$ cat src/rtl/bdc_pkg.sv
// Package: shared types, constants and helpers for the distortion corrector.
package bdc_pkg;

   localparam int DEGREE_DEF = 5;
   localparam int NUM_CSR = 6;
   localparam int CSR_IDX_W = 3;

   typedef enum logic [3:0] {
      ST_IDLE,
      ST_DIV,
      ST_WSET,
      ST_PU,
      ST_PW,
      ST_BPROD,
      ST_BSCALE,
      ST_XY,
      ST_T,
      ST_MAC,
      ST_DONE
   } state_type;

   typedef enum logic [2:0] {
      CSR_MIN_X = 3'd0,
      CSR_MAX_X = 3'd1,
      CSR_MIN_Y = 3'd2,
      CSR_MAX_Y = 3'd3,
      CSR_MIN_Z = 3'd4,
      CSR_MAX_Z = 3'd5
   } csr_index_type;

   localparam logic OP_LOAD  = 1'b0;
   localparam logic OP_POINT = 1'b1;

   function automatic logic signed [31:0] sat32(input logic signed [79:0] v);
      logic signed [31:0] r;
      if (v > 80'sh7FFF_FFFF) begin
         r = 32'sh7FFF_FFFF;
      end else if (v < -80'sh8000_0000) begin
         r = 32'sh8000_0000;
      end else begin
         r = v[31:0];
      end
      return r;
   endfunction

   // Q16.16 product: floor shift for positive, ceil-of-magnitude for negative
   function automatic logic signed [31:0] mulq_fix(input logic signed [63:0] p);
      logic signed [63:0] r;
      if (p >= 0) begin
         r = p >>> 16;
      end else begin
         r = -((-p + 64'sd65535) >>> 16);
      end
      return sat32(80'(r));
   endfunction

   // binomial coefficient from Pascal's triangle rows
   function automatic logic [7:0] choose(input int n, input int k);
      int row [9];
      for (int r = 0; r < 9; r++) begin
         row[r] = 0;
      end
      row[0] = 1;
      for (int m = 1; m < 9; m++) begin
         if (m <= n) begin
            for (int r = 8; r > 0; r--) begin
               row[r] = row[r] + row[r - 1];
            end
         end
      end
      return 8'(row[k[3:0]]);
   endfunction

endpackage

$ cat src/rtl/bdc_div.sv
// Serial signed divider: 64-bit dividend by 33-bit divisor, truncating quotient.
module bdc_div
   import bdc_pkg::*;
(
   input  logic                clock,
   input  logic                reset,
   input  logic                start,
   input  logic signed [63:0]  dividend,
   input  logic signed [32:0]  divisor,
   output logic                busy,
   output logic signed [63:0]  quotient
);

   logic [63:0] num_ff, num_in;
   logic [32:0] den_ff, den_in;
   logic [33:0] rem_ff, rem_in;
   logic [6:0]  cnt_ff, cnt_in;
   logic        neg_ff, neg_in;
   logic        busy_ff, busy_in;
   logic [33:0] trial;
   logic [33:0] shifted;

   always_comb begin
      num_in  = num_ff;
      den_in  = den_ff;
      rem_in  = rem_ff;
      cnt_in  = cnt_ff;
      neg_in  = neg_ff;
      busy_in = busy_ff;
      shifted = {rem_ff[32:0], num_ff[63]};
      trial   = shifted - {1'b0, den_ff};
      if (start) begin
         num_in  = dividend[63] ? 64'(-dividend) : 64'(dividend);
         den_in  = divisor[32] ? 33'(-divisor) : 33'(divisor);
         neg_in  = dividend[63] ^ divisor[32];
         rem_in  = '0;
         cnt_in  = 7'd64;
         busy_in = 1'b1;
      end else if (busy_ff) begin
         if (!trial[33]) begin
            rem_in = trial;
            num_in = {num_ff[62:0], 1'b1};
         end else begin
            rem_in = shifted;
            num_in = {num_ff[62:0], 1'b0};
         end
         cnt_in = cnt_ff - 7'd1;
         if (cnt_ff == 7'd1) begin
            busy_in = 1'b0;
         end
      end
   end

   always_ff @(posedge clock) begin
      if (reset) begin
         busy_ff <= 1'b0;
         cnt_ff  <= '0;
      end else begin
         busy_ff <= busy_in;
         cnt_ff  <= cnt_in;
      end
      num_ff <= num_in;
      den_ff <= den_in;
      rem_ff <= rem_in;
      neg_ff <= neg_in;
   end

   assign busy     = busy_ff;
   assign quotient = neg_ff ? 64'(-num_ff) : 64'(num_ff);

endmodule

$ cat config.mk
export PLATFORM = sky130hd
export DESIGN_NAME = bdc_div
export DESIGN_NICKNAME = d
export VERILOG_FILES = /design/src/rtl/bdc_pkg.sv /design/src/rtl/bdc_div.sv
export SDC_FILE = /design/constraint.sdc
export NUM_CORES = 1
export LEC_CHECK = 0
export BUFFER_PORTS_ARGS = -buffer_cell sky130_fd_sc_hd__buf_2
export CORE_UTILIZATION = 35
export CTS_CLUSTER_DIAMETER = 60
export DETAILED_ROUTE_END_ITERATION = 6
export PLACE_DENSITY = 0.56
export SETUP_SLACK_MARGIN = 0.4
export SLEW_MARGIN = 20
export SYNTH_ARGS = -nofsm -noshare
export SYNTH_HDL_FRONTEND = slang
export SYNTH_SLANG_ARGS = --single-unit
$ cat constraint.sdc
create_clock -name clock -period 4.9 [get_ports clock]
set_clock_uncertainty 0.2 [all_clocks]
set_input_delay 0.98 -clock clock [delete_from_list [all_inputs] [get_ports clock]]
set_output_delay 0.98 -clock clock [all_outputs]
set_load 0.1 [all_outputs]
==> impl_results.md, run 1 <==
* Status: finished, final reports clean
* Largest net degree at the start of global routing at 76
* Grt peak-use layer: met2
* First-pass GRT wire length at around 48 mm
* Slew Viols, Final at 0
* Hold worst-path end: rem_ff[1]$_SDFFE_PP0P_
* Startpoint types: flip-flop
* Cts hold-fix bufs at 0
* Grt ovf at 0
* Max-cap violations at 0
* Normalized max-slew margin at 40.3%
* DRT iter0 DRCs at ~670
* Cells on worst reg2reg path at 10
* Grt met1 use at a little over a quarter
* Cell Area, Placed at approximately 12000 um2
* Number of global-route vias before repair at 9100
* Hold Path Depth at 2
* Die footprint at 31800 um2
* Syn_nets at around 1400
* Initial antenna violation count at 0
* Net Sw Frac at between 40% and 50%
* H-Tree Depth at 4
* R2R setup slack at between 1000 and 1500 ps
* Design area at about 14000 um2
* Internal power at 0.00271 W
* Remaining antenna violation count at 0
* Gr usage total at a little under a fifth
* Worst slew pin tran at just under 900 ps
* Hold Violations, Final at 0
* First-pass DRT Iterations at 6
* Crit path DAT at between 3000 and 4000 ps
* LEAKAGE at ~5.3 nW
* Number of distinct library cells after synthesis at 70
* I/O pins at around 170
* TritonCTS buffer count at 17
* Clock share of power at a little over a quarter
* CP max FO at 4
* Combinational Power Share at a little over two fifths
* Ys flop type: edfxtp_1
* RSZ-0062 raised after global routing: true
* Vias at ~10000
* Post-synth EDFFs at approximately 100
* Final setup fails at 0
* Vias/cell at around 5.5
* RD Place Congestion at 0.932
* Met2 Usage GRT at between 30% and 40%
* Sequential share of the synthesized area at 34.6%
* Routed wire length per instance at around 17 um
* # nets final at roughly 1600
* Min Tclk post-route at ~4500 ps
* Clock sink total at approximately 140
* Chip width at ~180 um
* Clock slew at reported path FFs at ~70 ps
* Fmax at 221 MHz
* Power density over the cells at ~370 nW/um2
* Die height at around 180 um
* Syn avg cell area at around 8.6 um2
* Met3 Track Usage GR at 2.69%
* I/O Buffers at between 150 and 200
* Clock tree from TritonCTS: built
* Min-Delay Startpoint: rem_ff[1]$_SDFFE_PP0P_
* DR DRC count at 0
* Share of cells above drive strength 1 at a little under a quarter
* Row cnt at 64
* DPL Wire Length at roughly 22 mm
* NetSw at 0.00224 W
* FF-to-FF End: rem_ff[21]$_SDFFE_PP0P_
* Final setup TNS at 0 ps
* Worst Hold Class: flip-flop to flip-flop
* Post-synth ARST share at 0%
* Crit path capture type: output pin
* Cell count after synthesis at between 1000 and 1500
* VDD IR max at roughly 0.24 mV
* CTS root buffer: clkbuf_16
* Worst-Skew Late Latency at 430 ps
* Crit path kind: flip-flop to output pin
* Final WL at between 30 and 40 mm
* Crit share post-route at 92.4%
* R2r startpoint: den_ff[6]$_DFFE_PP_
* Register share of total power at a little under a third
* Mapped Area at 10900 um2
* CTS max path bufs at 2
* CORE AREA at between 30000 and 40000 um2
* Critical Path RT at 3720 ps
* Layout area overhead at 24.5%
* Initial core utilization at 35.6%
* FF+latch count, synth at ~140
* Yosys warnings at 0
==> what timing repair did <==
item,4_1_cts,5_1_grt
endpoints found under the hold margin,0,0
buffers inserted,16,18
pin swaps,8,6
gates resized for setup,59,29
setup endpoints to repair,35,31
==> cells by family after synthesis <==
logic type | synth area share [%]
adders and majority gates | 4.55
and+or+nand+nor | 18.9
muxes | 0.586
AOI/OAI and AO/OA | 22.3
xor gates and xnor gates | 14.8
buffers and inverters | 4.35
DFF | 34.6
==> stage by stage <==
step | utilization [%] | worst slack [ps] | total power (W) | cells | hold WS, ps
global route | 44.3 | 253 | 0.00517 | 1845 | 328
global placement | 40.2 | 352 | 0.00355 | 1779 | 279
finish | 44.3 | 370 | 0.00495 | 1847 | 291
floorplan | - | 402 | 0.00309 | 1272 | 245
CTS | 43.3 | 338 | 0.00493 | 1827 | 296
detailed placement | 40.2 | 193 | 0.00356 | 1779 | 287
==> layer usage <==
layer,part of all wire [%],routed length [um],vias to the layer above
met5,0,0,-
met2,46,14200,317
met3,5.9,1820,22
met4,1.2,386,0
met1,47,14700,4720
li1,-,-,5031
==> synthesized netlist by cell type (all sizes together), types with 5 or more instances <==
library cell / instances / area share [%]
or2: 14 / 0.80
clkbuf: 64 / 2.2
or4: 27 / 2.1
a311oi: 22 / 1.8
xnor2: 113 / 9.1
o31ai: 51 / 3.6
nand3: 38 / 1.7
inv: 56 / 1.9
nor4: 17 / 1.1
o21ai: 107 / 4.9
a21o: 18 / 1.2
edfxtp: 98 / 27
nor3: 16 / 0.89
nor2b: 7 / 0.40
dfxtp: 41 / 7.5
ha: 38 / 4.4
xor2: 71 / 5.7
a31oi: 5 / 0.29
nand4: 14 / 0.80
o41ai: 25 / 2.0
nand2b: 10 / 0.57
a21oi: 99 / 4.6
or3: 30 / 1.8
nand2: 86 / 3.0
nor2: 124 / 4.3
o21bai: 5 / 0.34
buf: 5 / 0.21
==> cell type report <==
cell class,instances,area [um2]
sequential,139,3760
timing repair buffer,214,1480
antenna,2,5.00
clock inverter,15,144
clock buffer,17,425
tap,396,495
multi-input combinational,1008,7020
fill,3040,17000
inverter,56,210
==> placed cells by master (no fill, tap or decap), drive strengths merged, types with 41 or more instances in the layout <==
cell type / n
a21oi: 99
buf: 208
dfxtp: 41
edfxtp: 98
inv: 69
nand2: 86
nor2: 124
o21ai: 107
o31ai: 51
xnor2: 113
xor2: 71
==> critical path, cell delays in order, from the launching register on <==
cell      delay, ps
edfxtp_1        400
or4_4           540
or4_4           460
or2_4           250
or3_4           330
or3_4           360
o31ai_4         210
xnor2_2         150
buf_8           220
==> worst max path at each step <==
stage / start / end / depth (start not counted)
CTS: num_ff[6]$_DFFE_PP_ / quotient[20] / 8
floorplan: num_ff[5]$_DFFE_PP_ / quotient[21] / 6
global route: num_ff[51]$_DFFE_PP_ / quotient[63] / 9
global placement: num_ff[6]$_DFFE_PP_ / quotient[49] / 9
detailed placement: num_ff[31]$_DFFE_PP_ / quotient[51] / 9
finish: num_ff[5]$_DFFE_PP_ / quotient[20] / 8
==> flip-flops by register name (all words and copies together), names as in the netlist <==
| signal | cells |
|---|---|
| busy | 1 |
| rem_ff | 33 |
| num_ff | 64 |
| neg_ff | 1 |
| cnt_ff | 7 |
| den_ff | 33 |
==> power groups by stage <==
stage | Clock [W] | Combinational [W] | Sequential, W
3_5_place_dp | 0 | 0.00202 | 0.00154
2_1_floorplan | 0 | 0.00158 | 0.00151
3_3_place_gp | 0 | 0.00201 | 0.00154
4_1_cts | 0.00133 | 0.00208 | 0.00152
6_report | 0.00129 | 0.00213 | 0.00153
5_1_grt | 0.00137 | 0.00226 | 0.00154
(Power assumes the default switching activity.)
==> run 2, diff against run 1 <==
--- a/config.mk
+++ b/config.mk
@@ -5,11 +5,11 @@
 export SDC_FILE = /design/constraint.sdc
 export NUM_CORES = 1
 export LEC_CHECK = 0
-export BUFFER_PORTS_ARGS = -buffer_cell sky130_fd_sc_hd__buf_2
 export CORE_UTILIZATION = 35
 export CTS_CLUSTER_DIAMETER = 60
 export DETAILED_ROUTE_END_ITERATION = 6
-export PLACE_DENSITY = 0.56
+export DONT_BUFFER_PORTS = 1
+export PLACE_DENSITY = 0.52
 export SETUP_SLACK_MARGIN = 0.4
 export SLEW_MARGIN = 20
 export SYNTH_ARGS = -nofsm -noshare
==> constraint.sdc (replaced) <==
create_clock -name clock -period 4.9 [get_ports clock]
set_clock_uncertainty 0.2 [all_clocks]
set_input_delay 0.98 -clock clock [delete_from_list [all_inputs] [get_ports clock]]
set_output_delay 0.98 -clock clock [all_outputs]
set_load 0.05 [all_outputs]
==> impl_results.md, run 2 (synthesis results as in run 1) <==
* Met3 Track Usage GR at 3.43% (+0.75 points)
* Chip width at 178 um (unchanged)
* RD Place Congestion at 0.909 (-2.5%)
* Status: finished, final reports clean
* Normalized max-slew margin at 18.2% (-22 points)
* Share of cells above drive strength 1 at 14.5% (-8.6 points)
* DPL Wire Length at 21.7 mm (-3.2%)
* Max-cap violations at 0 (unchanged)
* Max FFs per register at 64 (unchanged)
* Register share of total power at 35.1% (+4.3 points)
* Fmax at 216 MHz (-2.2%)
* Crit path top cell by count: or4_4
* Vias at 9558 (-5.3%)
* Most flop-heavy register: num_ff
* Crit path DAT at 3450 ps (+100 ps)
* Hold Violations, Final at 0 (unchanged)
* Critical Path Source: num_ff[5]$_DFFE_PP_
* Critical path's slowest cell: or4_4
* R2r startpoint: den_ff[2]$_DFFE_PP_
* Grt met1 use at 25.0% (-1.5 points)
* Power density over the cells at 343 nW/um2 (-6.2%)
* Most frequent cells in the layout: nor2_1 (121), a21oi_1 (99), edfxtp_1 (98)
* Pre-CTS WS at 344 ps (+151 ps)
* Final setup fails at 0 (unchanged)
* Regs by FF count: num_ff: 64 flops, den_ff: 33 flops, rem_ff: 33 flops
* CP Cell Sequence: or4_4, or4_4, nor4_2, buf_4, nand2_1, nor2_2, nand2_4, o31ai_2, xnor2_1, buf_12
* H-Tree Depth at 4 (unchanged)
* Min-Delay Startpoint: rem_ff[1]$_SDFFE_PP0P_
* I/O Buffers at 0 (-100%)
* Row cnt at 64 (unchanged)
* Hold slack at 295 ps (+3.43 ps)
* Max stage delay on crit path at 560 ps (+20 ps)
* Routed wire length per instance at 18.1 um (+7.5%)
* Combinational Power Share at 34.3% (-8.7 points)
* Clock tree from TritonCTS: built
* Initial antenna violation count at 0 (unchanged)
* Grt peak-use layer: met2
* Remaining antenna violation count at 0 (unchanged)
* Clock share of power at 30.6% (+4.5 points)
* ANT cells at 0 (-2)
* Grt ovf at 0 (unchanged)
* RSZ-0062 raised after global routing: true
* TritonCTS buffer count at 17 (unchanged)
* Clock sink total at 139 (unchanged)
* Largest net degree at the start of global routing at 194 (+160%)
* Die height at 178 um (unchanged)
* Startpoint types: flip-flop
* NetSw at 0.00166 W (-26%)
* Cts hold-fix bufs at 0 (unchanged)
* Placed cells at 1639 (-7.9%)
* Number of global-route vias before repair at 9100 (unchanged)
* Worst Hold Class: flip-flop to flip-flop
* Layout area overhead at 16.5%
* Met2 Usage GRT at 31.6% (+1.3 points)
* Initial core utilization at 35.6% (unchanged)
* Vias/cell at 5.64 (+3.2%)
* Final setup TNS at 0 ps (unchanged)
* Final WL at 30.6 mm (-1.3%)
* Clock slew at reported path FFs at 70 ps (about the same)
* Critical Path RT at 3720 ps (about the same)
* # nets final at 1425 (-9.5%)
* Setup ws final at 267 ps (-103 ps)
* DR DRC count at 0 (unchanged)
* VDD IR max at 0.209 mV (-13%)
* Slew Viols, Final at 0 (unchanged)
* First-pass DRT Iterations at 4 (-2)
* I/O pins at 165 (unchanged)
* Internal power at 0.00268 W (-1.0%)
* LEAKAGE at 4.68 nW (-12%)
* First-pass GRT wire length at 47.7 mm (+0.19%)
* CP max FO at 8 (+4)
* CTS max path bufs at 2 (unchanged)
* Most common cell after layout, fill and taps aside: nor2_1
* Crit path capture type: output pin
* Worst-Skew Late Latency at 430 ps (about the same)
* Die footprint at 31800 um2 (unchanged)
* Worst slew pin tran at 1220 ps (+323 ps)
* Min Tclk post-route at 4630 ps (+103 ps)
* CTS root buffer: clkbuf_16
* Gr usage total at 19.0% (+0.024 points)
* DRT iter0 DRCs at 504 (-25%)
* CORE AREA at 30600 um2 (unchanged)
* Crit path kind: flip-flop to output pin
* Post-Layout Cell Count at 1695 (-8.2%)
* Crit share post-route at 94.5% (+2.1 points)
* Net Sw Frac at 38.2% (-7.0 points)
## run 2: timing repair
action / 4_1_cts / 5_1_grt
pin swaps: 4 / 10
resized for setup: 39 / 24
setup endpoints to repair: 29 / 27
buffers inserted: 11 / 13
gates cloned: 0 / 0
## run 2: worst max-delay path, delay by kind of cell, from the launching register on
| family | cells | cell delay, ps |
|---|---|---|
| AND/OR/NAND/NOR | 6 | 1740 |
| flip-flops | 1 | 380 |
| buffers and inverters | 2 | 360 |
| AO/OA/AOI/OAI | 1 | 300 |
| XOR/XNOR | 1 | 250 |
## run 2: through the flow
step                util (%)  area, um2  total power (W)
floorplan                  -      10900          0.00265
global placement        37.6      11500          0.00294
detailed placement      37.8      11600          0.00295
CTS                     40.6      12400          0.00433
global route            41.4      12700          0.00456
finish                  41.4      12700          0.00435
## run 2: layout make-up
| class | count | area [um2] |
|---|---|---|
| flip-flops and latches | 139 | 3760 |
| clock inverters | 15 | 164 |
| inverters | 56 | 210 |
| clock buffers | 17 | 425 |
| multi-input cells | 1008 | 7050 |
| repair buffers | 64 | 572 |
| well taps | 396 | 495 |
| fillers | 3081 | 17900 |
## run 2: power by group through the flow
| stage | Combinational (W) | Clock (W) | Sequential (W) |
|---|---|---|---|
| floorplan | 0.00114 | 0 | 0.00151 |
| global placement | 0.00141 | 0 | 0.00154 |
| detailed placement | 0.00141 | 0 | 0.00154 |
| CTS | 0.00146 | 0.00136 | 0.00152 |
| global route | 0.00161 | 0.00140 | 0.00154 |
| finish | 0.00149 | 0.00133 | 0.00152 |
## run 2: per-layer routing
layer  share of wire, %  vias up
li1                   -     4721
met5                  0        -
met2                 46      302
met3                6.3       41
met1                 46     4494
met4                1.9        0
## run 2: final timing paths
path	end	depth (start not counted)	slack (ps)
setup / recovery	quotient[50]	10	270
hold / removal	rem_ff[1]$_SDFFE_PP0P_	2	290
setup reg to reg	rem_ff[27]$_SDFFE_PP0P_	10	1160
hold reg to reg	rem_ff[1]$_SDFFE_PP0P_	2	290
